==> config.mk <==
export PLATFORM = sky130hd
export DESIGN_NAME = sensor_sample_ascii_framer
export DESIGN_NICKNAME = d
export VERILOG_FILES = /design/src/hdl/ssaf_pkg.sv /design/src/hdl/sensor_sample_ascii_framer.sv /design/src/hdl/ssaf_front.sv /design/src/hdl/ssaf_back.sv
export SDC_FILE = /design/constraint.sdc
export NUM_CORES = 1
export LEC_CHECK = 0
export BUFFER_PORTS_ARGS = -buffer_cell sky130_fd_sc_hd__clkbuf_2
export CAP_MARGIN = 20
export CORE_MARGIN = 5
export CORE_UTILIZATION = 68
export DETAILED_ROUTE_END_ITERATION = 10
export GPL_TIMING_DRIVEN = 0
export PLACE_DENSITY = 0.86
export SLEW_MARGIN = 20
export SYNTH_ARGS = -nofsm -noshare
export SYNTH_HDL_FRONTEND = slang
export SYNTH_SLANG_ARGS = --single-unit
==> constraint.sdc <==
create_clock -name clk -period 8.7 [get_ports clk]
set_clock_uncertainty 0.05 [all_clocks]
set_input_delay 1.305 -clock clk [delete_from_list [all_inputs] [get_ports clk]]
set_output_delay 1.305 -clock clk [all_outputs]
set_load 0.01 [all_outputs]
==> src/hdl/ssaf_pkg.sv <==
package ssaf_pkg;

  localparam int MAX_DIGITS = 5;
  localparam int DIG_IDX_W  = $clog2(MAX_DIGITS);
  localparam int SEG_IDX_W  = 3;

  localparam logic [15:0] DIV10_MUL   = 16'hCCCD;
  localparam int          DIV10_SHIFT = 19;

  localparam logic [6:0] CH_NL    = 7'h0A;
  localparam logic [6:0] CH_ZERO  = 7'("0");
  localparam logic [6:0] CH_MINUS = 7'("-");

  typedef struct packed {
    logic               kind;
    logic signed [15:0] temperature;
    logic        [7:0]  humidity;
    logic        [15:0] light_level;
  } in_word_t;

  typedef struct packed {
    logic [6:0] text_char;
    logic       frame_end;
  } out_word_t;

  typedef struct packed {
    logic        fail;
    logic        neg;
    logic [15:0] temp_mag;
    logic [7:0]  humidity;
    logic [15:0] light_level;
  } cmd_t;

  typedef enum logic [2:0] {
    SEG_HDR,
    SEG_SEP_H,
    SEG_SEP_L,
    SEG_TAIL,
    SEG_FAIL
  } seg_t;

  function automatic logic [SEG_IDX_W-1:0] seg_last(seg_t s);
    logic [SEG_IDX_W-1:0] n;
    unique case (s)
      SEG_HDR:   n = SEG_IDX_W'(4);
      SEG_SEP_H: n = SEG_IDX_W'(2);
      SEG_SEP_L: n = SEG_IDX_W'(2);
      SEG_TAIL:  n = SEG_IDX_W'(1);
      SEG_FAIL:  n = SEG_IDX_W'(3);
      default:   n = '0;
    endcase
    return n;
  endfunction

  function automatic logic [6:0] seg_char(seg_t s, logic [SEG_IDX_W-1:0] i);
    logic [6:0] c;
    c = CH_NL;
    unique case (s)
      SEG_HDR: begin
        unique case (i)
          3'd0:    c = 7'("<");
          3'd1:    c = 7'("S");
          3'd2:    c = 7'(",");
          3'd3:    c = 7'("T");
          default: c = 7'("=");
        endcase
      end
      SEG_SEP_H: begin
        unique case (i)
          3'd0:    c = 7'(",");
          3'd1:    c = 7'("H");
          default: c = 7'("=");
        endcase
      end
      SEG_SEP_L: begin
        unique case (i)
          3'd0:    c = 7'(",");
          3'd1:    c = 7'("L");
          default: c = 7'("=");
        endcase
      end
      SEG_TAIL: begin
        unique case (i)
          3'd0:    c = 7'(">");
          default: c = CH_NL;
        endcase
      end
      SEG_FAIL: begin
        unique case (i)
          3'd0:    c = 7'("<");
          3'd1:    c = 7'("F");
          3'd2:    c = 7'(">");
          default: c = CH_NL;
        endcase
      end
      default: c = CH_NL;
    endcase
    return c;
  endfunction

endpackage

==> src/hdl/sensor_sample_ascii_framer.sv <==
// Turns each sensor record into an ASCII frame, one character per output word:
// "<S,T=t,H=h,L=l>\n" for a sample, "<F>\n" for a failed reading, numbers in
// decimal without leading zeros and a '-' ahead of a negative temperature;
// frame_end marks the closing newline. A two-entry queue sits between the input
// classifier and the character sequencer, so up to two records are taken while
// a frame is still being sent. The sequencer emits one character per cycle while
// the output accepts them, and stops emitting to convert each number: one
// divide-by-ten per cycle fills a digit buffer, which it then sends most
// significant digit first. It takes the next record only once back in idle.
module sensor_sample_ascii_framer (
  input  logic                clk,
  input  logic                rst_n,
  input  logic                in_valid,
  output logic                in_ready,
  input  ssaf_pkg::in_word_t  in_word,
  output logic                out_valid,
  input  logic                out_ready,
  output ssaf_pkg::out_word_t out_word
);
  import ssaf_pkg::*;

  logic cmd_valid;
  logic cmd_ready;
  cmd_t cmd;

  ssaf_front u_front (
    .clk       (clk),
    .rst_n     (rst_n),
    .in_valid  (in_valid),
    .in_ready  (in_ready),
    .in_word   (in_word),
    .cmd_valid (cmd_valid),
    .cmd_ready (cmd_ready),
    .cmd       (cmd)
  );

  ssaf_back u_back (
    .clk       (clk),
    .rst_n     (rst_n),
    .cmd_valid (cmd_valid),
    .cmd_ready (cmd_ready),
    .cmd       (cmd),
    .out_valid (out_valid),
    .out_ready (out_ready),
    .out_word  (out_word)
  );

  a_cmd_busy: assert property (@(posedge clk) disable iff (!rst_n)
    cmd_valid && cmd_ready |=> !cmd_ready)
    else $error("sequencer still ready after taking a record");

  a_push_visible: assert property (@(posedge clk) disable iff (!rst_n)
    in_valid && in_ready |=> cmd_valid)
    else $error("accepted record missing from queue");

  a_printable: assert property (@(posedge clk) disable iff (!rst_n)
    out_valid |-> out_word.text_char >= 7'h20 || out_word.text_char == CH_NL)
    else $error("non-printable character on output");

endmodule

==> src/hdl/ssaf_front.sv <==
module ssaf_front (
  input  logic              clk,
  input  logic              rst_n,
  input  logic              in_valid,
  output logic              in_ready,
  input  ssaf_pkg::in_word_t in_word,
  output logic              cmd_valid,
  input  logic              cmd_ready,
  output ssaf_pkg::cmd_t    cmd
);
  import ssaf_pkg::*;

  cmd_t       q_r [2];
  logic       wr_ptr_r;
  logic       rd_ptr_r;
  logic [1:0] cnt_r;
  cmd_t       cls;
  logic       push;
  logic       pop;
  logic [15:0] t_bits;

  assign t_bits = in_word.temperature;

  always_comb begin
    cls.fail        = in_word.kind;
    cls.neg         = t_bits[15];
    cls.temp_mag    = t_bits[15] ? 16'(~t_bits + 16'd1) : t_bits;
    cls.humidity    = in_word.humidity;
    cls.light_level = in_word.light_level;
  end

  assign in_ready  = (cnt_r != 2'd2);
  assign cmd_valid = (cnt_r != 2'd0);
  assign cmd       = q_r[rd_ptr_r];
  assign push      = in_valid && in_ready;
  assign pop       = cmd_valid && cmd_ready;

  always_ff @(posedge clk) begin
    if (!rst_n) begin
      wr_ptr_r <= 1'b0;
      rd_ptr_r <= 1'b0;
      cnt_r    <= 2'd0;
    end else begin
      if (push) begin
        wr_ptr_r <= ~wr_ptr_r;
      end
      if (pop) begin
        rd_ptr_r <= ~rd_ptr_r;
      end
      cnt_r <= 2'(cnt_r + {1'b0, push} - {1'b0, pop});
    end
    if (push) begin
      q_r[wr_ptr_r] <= cls;
    end
  end

endmodule

==> src/hdl/ssaf_back.sv <==
module ssaf_back (
  input  logic               clk,
  input  logic               rst_n,
  input  logic               cmd_valid,
  output logic               cmd_ready,
  input  ssaf_pkg::cmd_t     cmd,
  output logic               out_valid,
  input  logic               out_ready,
  output ssaf_pkg::out_word_t out_word
);
  import ssaf_pkg::*;

  typedef enum logic [2:0] {
    S_IDLE,
    S_TEXT,
    S_SIGN,
    S_CONV,
    S_DIGIT
  } state_t;

  state_t                 state_r, state_nxt;
  cmd_t                   cmd_r, cmd_nxt;
  logic [2:0]             step_r, step_nxt;
  logic [SEG_IDX_W-1:0]   idx_r, idx_nxt;
  logic [15:0]            val_r, val_nxt;
  logic [DIG_IDX_W-1:0]   cnt_r, cnt_nxt;
  logic [3:0]             dbuf_r [MAX_DIGITS];
  logic [3:0]             dbuf_nxt [MAX_DIGITS];
  logic                   out_valid_r, out_valid_nxt;
  out_word_t              out_word_r, out_word_nxt;

  seg_t                   seg;
  logic [2:0]             step_inc;
  logic [15:0]            val_sel;
  logic                   can_emit;
  logic [31:0]            prod;
  logic [15:0]            quo;
  logic [15:0]            quo10;
  logic [3:0]             rem;
  logic [DIG_IDX_W-1:0]   dig_idx;
  logic [6:0]             txt_char;

  assign cmd_ready = (state_r == S_IDLE);
  assign out_valid = out_valid_r;
  assign out_word  = out_word_r;
  assign can_emit  = !out_valid_r || out_ready;
  assign step_inc  = 3'(step_r + 3'd1);
  assign dig_idx   = DIG_IDX_W'(cnt_r - DIG_IDX_W'(1));
  assign prod      = {16'd0, val_r} * {16'd0, DIV10_MUL};
  assign quo       = 16'(prod >> DIV10_SHIFT);
  assign quo10     = 16'({quo[12:0], 3'b000} + {quo[14:0], 1'b0});
  assign rem       = 4'(val_r - quo10);
  assign txt_char  = seg_char(seg, idx_r);

  always_comb begin
    if (cmd_r.fail) begin
      seg = SEG_FAIL;
    end else begin
      unique case (step_r)
        3'd0:    seg = SEG_HDR;
        3'd2:    seg = SEG_SEP_H;
        3'd4:    seg = SEG_SEP_L;
        default: seg = SEG_TAIL;
      endcase
    end
  end

  always_comb begin
    unique case (step_inc)
      3'd1:    val_sel = cmd_r.temp_mag;
      3'd3:    val_sel = {8'd0, cmd_r.humidity};
      default: val_sel = cmd_r.light_level;
    endcase
  end

  always_comb begin
    state_nxt     = state_r;
    cmd_nxt       = cmd_r;
    step_nxt      = step_r;
    idx_nxt       = idx_r;
    val_nxt       = val_r;
    cnt_nxt       = cnt_r;
    dbuf_nxt      = dbuf_r;
    out_valid_nxt = out_valid_r && !out_ready;
    out_word_nxt  = out_word_r;
    unique case (state_r)
      S_IDLE: begin
        if (cmd_valid) begin
          cmd_nxt   = cmd;
          step_nxt  = 3'd0;
          idx_nxt   = '0;
          state_nxt = S_TEXT;
        end
      end
      S_TEXT: begin
        if (can_emit) begin
          out_valid_nxt          = 1'b1;
          out_word_nxt.text_char = txt_char;
          out_word_nxt.frame_end = (txt_char == CH_NL);
          if (idx_r == seg_last(seg)) begin
            idx_nxt = '0;
            if (seg == SEG_TAIL || seg == SEG_FAIL) begin
              state_nxt = S_IDLE;
            end else begin
              step_nxt  = step_inc;
              val_nxt   = val_sel;
              cnt_nxt   = '0;
              state_nxt = (step_r == 3'd0 && cmd_r.neg) ? S_SIGN : S_CONV;
            end
          end else begin
            idx_nxt = SEG_IDX_W'(idx_r + SEG_IDX_W'(1));
          end
        end
      end
      S_SIGN: begin
        if (can_emit) begin
          out_valid_nxt          = 1'b1;
          out_word_nxt.text_char = CH_MINUS;
          out_word_nxt.frame_end = 1'b0;
          state_nxt              = S_CONV;
        end
      end
      S_CONV: begin
        dbuf_nxt[cnt_r] = rem;
        cnt_nxt         = DIG_IDX_W'(cnt_r + DIG_IDX_W'(1));
        val_nxt         = quo;
        if (quo == 16'd0 || cnt_r == DIG_IDX_W'(MAX_DIGITS - 1)) begin
          state_nxt = S_DIGIT;
        end
      end
      S_DIGIT: begin
        if (can_emit) begin
          out_valid_nxt          = 1'b1;
          out_word_nxt.text_char = 7'(CH_ZERO + {3'b000, dbuf_r[dig_idx]});
          out_word_nxt.frame_end = 1'b0;
          cnt_nxt                = dig_idx;
          if (cnt_r == DIG_IDX_W'(1)) begin
            step_nxt  = step_inc;
            idx_nxt   = '0;
            state_nxt = S_TEXT;
          end
        end
      end
      default: state_nxt = S_IDLE;
    endcase
  end

  always_ff @(posedge clk) begin
    if (!rst_n) begin
      state_r     <= S_IDLE;
      out_valid_r <= 1'b0;
      cnt_r       <= '0;
    end else begin
      state_r     <= state_nxt;
      out_valid_r <= out_valid_nxt;
      cnt_r       <= cnt_nxt;
    end
    cmd_r      <= cmd_nxt;
    step_r     <= step_nxt;
    idx_r      <= idx_nxt;
    val_r      <= val_nxt;
    dbuf_r     <= dbuf_nxt;
    out_word_r <= out_word_nxt;
  end

endmodule

# After elaboration in Yosys (flattened, before gate mapping)
# Memory sizes are Yosys's and may differ from the RTL's. A register that Yosys moved wholly into a read port is not among the register bits.
# Cells that the tools add are included.
# word_totals
reg_bits	61
ramBits	84
output_inout_bits	10
word_cells	151
n_memories	1
# classes
n_addsub	10
n_mul	1
n_lt_le_gt_ge	3
eq_ne	28
n_mux	58
n_bitwise	5
reduce_logical	29
# mem_list
name	depth	word_bits	rd	rd_ports_with_merged_regs	write_ports	line	source
u_front.q_r	2	42	1	1	1	ssaf_front.sv:13	cmd_t q_r [2];
# op_table
operator	n
$mux W3	25
$mux W16	4
$pmux W16 S2	2
$pmux W7 S5	1
$mul A16 B16 Y32 const B	1
$pmux W7 S2	2
$pmux W7 S4	1
$pmux W3 S3	3
$eq A3 B2 Y1 const B	8
$mux W8	3
$pmux W8 S3	1
$pmux W7 S3	1
$bwmux W20	1
$add A16 B1 Y16 const B	1
$logic_not A16 Y1	1
$not A16 Y16	1
$eq A3 B1 Y1 const B	5
$pmux W3 S5	1
$ne A2 B1 Y1 const B	7
$reduce_and A7 Y1	2
$bmux W4 S3	1
$demux W4 S3	1
$eq A3 B3 Y1 const B	4
$logic_not A3 Y1	4
29 further kinds	53

# Logic depth before layout (Yosys ltp)
# depth
word_depth	12
depth_mapped	23
depth_no_buf	23

# By module
# From an unflattened synthesis, not the netlist that was laid out.
# unflattened
cells_unflattened	1130
area_unflattened_um2	13231.4
# modules_own_cells
mod	n_inst	cells_per_inst	area_per_inst_um2	seq_area_each_um2
ssaf_back	1	928	9641.7	2902.8
ssaf_front	1	202	3589.7	2622.5

# Worst setup path after synthesis
# OpenSTA, ideal clock, no wires.
# synth_path
kind	register -> register
from	register u_back.val_r[3]
to	register u_back.dbuf_r[11] (netlist name) (data pin)
setup_ns	0.282
t_arrival_ns	5.514
required_ns	8.368
slack_ns	2.855
path_stages_with_launch	21
synth_period_minus_slack_ns	5.845
path_cell_list	edfxtp_1 > ha_1 > inv_1 > fa_1 > inv_1 > fa_1 > fa_1 > fa_1 > inv_1 > fa_1 > inv_1 > ha_1 > and3_2 > a221oi_1 > o211ai_1 > xor2_1 > ha_1 > nand2_1 > nand2_1 > xnor2_1 > xnor2_1
# synth_via
elab_chain_len	4
# synth_lines
element	line	source
from (decl)	ssaf_back.sv:25	logic [15:0] val_r, val_nxt;
from (signal assigned)	ssaf_back.sv:161	val_r <= val_nxt;
$mul A16 B16 Y32	ssaf_back.sv:49	assign prod = {16'd0, val_r} * {16'd0, DIV10_MUL};
$add A4 B4 Y4	ssaf_back.sv:51	assign quo10 = 16'({quo[12:0], 3'b000} + {quo[14:0], 1'b0});
$sub A4 B4 Y4 *	ssaf_back.sv:52	assign rem = 4'(val_r - quo10);
net u_back.rem[3]	ssaf_back.sv:39	logic [3:0] rem;
$bwmux W20 *	ssaf_back.sv:124	dbuf_nxt[cnt_r] = rem;
to (signal assigned)	ssaf_back.sv:162	dbuf_r <= dbuf_nxt;
to (decl)	ssaf_back.sv:27	logic [3:0] dbuf_r [MAX_DIGITS];
# The timed path passes the listed nets; every way through them passes the cells marked *.
# A chain may end at the register's enable or synchronous reset.

# Worst setup path after layout
# layout_path
from	register u_back.val_r[5]
to	register u_back.dbuf_r[7] (netlist name) (data pin)
# layout_via
elab_chain_len	4
# layout_lines
element	line
$mul A16 B16 Y32	ssaf_back.sv:49
$add A4 B4 Y4	ssaf_back.sv:51
$sub A4 B4 Y4	ssaf_back.sv:52
net u_back.rem[3]	ssaf_back.sv:39
$bwmux W20	ssaf_back.sv:124
# The timed path passes the listed nets, and every way through them passes these cells.

==> summary.txt <==
GRT
  • GRT Overall Usage: approximately a quarter
  • Initial antenna violation count: 0
  • First-pass GRT wire length: about 44000 µm
  • Grt ovf: 0
  • Largest net degree at the start of global routing: 28
  • Vias in the first global route: approximately 8500

Clocking
  • H-tree levels: 4
  • Sink Count: approximately 190
  • Clock Latency Late Sink: approximately 0.42 ns
  • Clock Tree Buf Depth: 2
  • CTS buffer count: 17
  • Post-CTS setup buffers: 0
  • CTS Root Cell: clkbuf_16
  • CTS tree: done
  • Post-cts resize count: 0
  • Hold Buf Count CTS: 0
  • Clk slew on worst S/H paths: roughly 0.070 ns

Critical path
  • Max stage delay on crit path: approximately 0.57 ns
  • Worst r2r src: u_back.val_r[5]
  • Crit path from: u_back.val_r[5]
  • CP Launch Type: register
  • CP max-delay cell: edfxtp_1
  • Worst path arrival time: ~6.9 ns
  • Crit path to: u_back.dbuf_r[7]
  • Required time of the critical path: slightly below 9 ns
  • Cell mode on critical path: fa_1
  • R2R Path End: u_back.dbuf_r[7]
  • R2R depth: 18
  • Worst Setup End Kind: register
  • Setup slack, reg-to-reg: roughly 1.9 ns
  • CP cell instances: ha_1, inv_1, fa_1, fa_1, fa_1, fa_1, inv_1, fa_1, ha_1, and3_2, a221oi_1, o211ai_1, xor2_1, ha_1, nand2_1, nand2_1, xnor2_1, xnor2_1
  • Crit Path Max Fanout: 6
  • Critical path type: reg2reg

Final layout
  • Ant. Diodes: 0
  • Most common cell after layout, fill and taps aside: inv_1
  • Synthesis-to-layout area growth: 9.79%
  • Register Area: around 5500 µm²
  • Layout cells sized above 1: ~14%
  • Final net count: roughly 1400
  • Area of the multi-input gates: 6480 µm²
  • Layout fillers: around 1200
  • Most frequent cells in the layout: inv_1, edfxtp_1, ha_1

Detailed routing
  • DRC Markers: 0
  • Total wire length: roughly 27000 µm
  • Avg WL per Cell: 19.6 µm
  • Via count of the routed design: 8336
  • DRT iter0 DRCs: roughly 720
  • Initial DRT Pass Iterations: 5
  • Vias per inst: slightly above 6
  • Antenna Violating Nets Remaining: 0

Logic synthesis
  • Seq/Total Area, Yosys: a little over two fifths
  • EDFF count, synth: 176
  • Cell area after synthesis: 12800 µm²
  • FFs w/ async S/R, synth: 0%
  • Top post-synthesis cells by area: edfxtp_1, ha_1, fa_1
  • Post-synthesis cell type count: 72
  • Synth top area share: 41.4%
  • Synth Flop Type: edfxtp_1
  • Average size of a mapped cell: ~12 µm²
  • Yosys reg bits: about 190
  • Synth warnings: 0
  • Syn Inst Count: roughly 1100
  • Syn Nets: about 1300
  • Synth area leader: edfxtp_1

STA
  • RSZ-0062 raised after global routing: no
  • Setup TNS: 0 ns
  • Peak Freq: 147 MHz
  • Crit path time final: about 6.8 ns
  • Max-slew violations: 0
  • Final setup vio count: 0
  • Final hold vios: 0
  • Worst slew pin tran: 0.971 ns
  • Tcrit/Tclk final: between 70% and 80%
  • Slew HR: between 30% and 40%
  • Min Hold Slack: 0.504 ns

Floorplanning
  • Initial Utilization: 68.7%
  • Die Ht: 147 µm
  • Die area: approximately 22000 µm²
  • I/O Pins: 55
  • Die X: about 150 µm
  • Rows: 50
  • Core Region: 18600 µm²

Run status
  • Run status: finished clean

Placement
  • Dpl hpwl: 20700 µm
  • Final Wtd Congestion: about 0.95
  • Number of port buffers: between 50 and 60

Flow run
  • Max-cap viol count: 0

Hold path
  • Min-delay worst type: reg2reg
state kept, by name (all words and copies together), names as in the netlist, 2 cells and up:
signal           count
u_back.cnt_r         3
u_front.cnt_r        2
u_back.val_r        16
u_back.state_r       3
u_back.idx_r         3
u_back.step_r        3
u_back.dbuf_r       20
u_back.cmd_r        42
u_front.q_r         84
u_back.out_word      8
cell usage after synthesis (3+ instances only):
cell and instances:
nand3_1 10, nor4_1 5, a21o_2 3, a21oi_1 47
o31ai_1 3, xor2_1 18, dfxtp_1 11, o21ai_0 22
nand4_1 8, a211oi_1 9, ha_1 148, fa_1 80
clkbuf_1 21, a21o_1 9, inv_1 182, o22ai_1 3
nor2_1 47, nor2b_1 7, a221oi_1 6, o211ai_1 3
a22o_1 7, or3_1 6, mux4_2 4, a31oi_1 10
a22oi_1 9, o2bb2ai_1 3, mux2_2 42, and3_1 3
nand2_1 44, and2_1 6, o21bai_1 3, xnor2_1 29
nor3_1 15, edfxtp_1 176, nand2b_1 4
worst min-delay path by stage:
stage / startpoint / end / slack (ns) / cells past startpoint
after CTS: u_front.q_r[0][17] / u_back.cmd_r[17] / 0.51 / 1
after global placement: u_front.wr_ptr_r / u_front.wr_ptr_r / 0.47 / 2
final: u_front.q_r[0][17] / u_back.cmd_r[17] / 0.50 / 1
after global routing: u_front.q_r[0][11] / u_back.cmd_r[11] / 0.51 / 1
after detailed placement: u_front.q_r[1][20] / u_back.cmd_r[20] / 0.48 / 1
after floorplan: u_front.wr_ptr_r / u_front.wr_ptr_r / 0.44 / 2
worst max-delay path, delay by kind of cell, from the launching register on:
kind / cells / cell delay [ns]
AND/OR/NAND/NOR: 3 / 0.38
AO/OA/AOI/OAI: 2 / 0.62
flip-flops: 1 / 0.57
buffers and inverters: 2 / 0.15
adder cells (fa/ha/maj): 8 / 3.83
XOR/XNOR: 3 / 0.91
final cells by class:
cell class              count  area share, %
repair buffers             60           2.43
clock inverters            15           1.27
multi-input cells         657           46.3
well taps                 234           2.09
inverters                 183           4.90
plain buffers              25          0.741
clock buffers              17           3.04
flip-flops and latches    187           39.3
through the flow:
| stage | setup slack (ns) | instance area (µm²) | cells | util (%) |
|---|---|---|---|---|
| floorplan | 2.85 | 12800 | 1052 | - |
| global placement | 2.14 | 13300 | 1340 | 71.7 |
| detailed placement | 2.02 | 13400 | 1346 | 72.2 |
| CTS | 1.99 | 14000 | 1378 | 75.4 |
| global route | 1.56 | 14000 | 1378 | 75.4 |
| finish | 1.92 | 14000 | 1378 | 75.4 |
layer usage:
metal  global-route usage, %  routed length [µm]  vias to the layer above
met2                    44.3               13500                      319
met3                    3.98                1690                       49
met4                    7.32                 628                        0
met1                    34.8               11200                     4104
li1                        -                   -                     3864
met5                       0                   0                        -
cell families after synthesis:
family                     count (synthesis)  synth area share, %
adders and majority gates                228                 27.1
buffers and inverters                    208                 6.19
muxes                                     47                 4.49
and+or+nand+nor                          171                 6.99
AOI/OAI and AO/OA                        163                 8.79
xor gates and xnor gates                  48                 3.35
DFF                                      187                 43.1
Power is not shown: default switching activity piles up to over one toggle a cycle in this logic, so the estimate is an artifact.
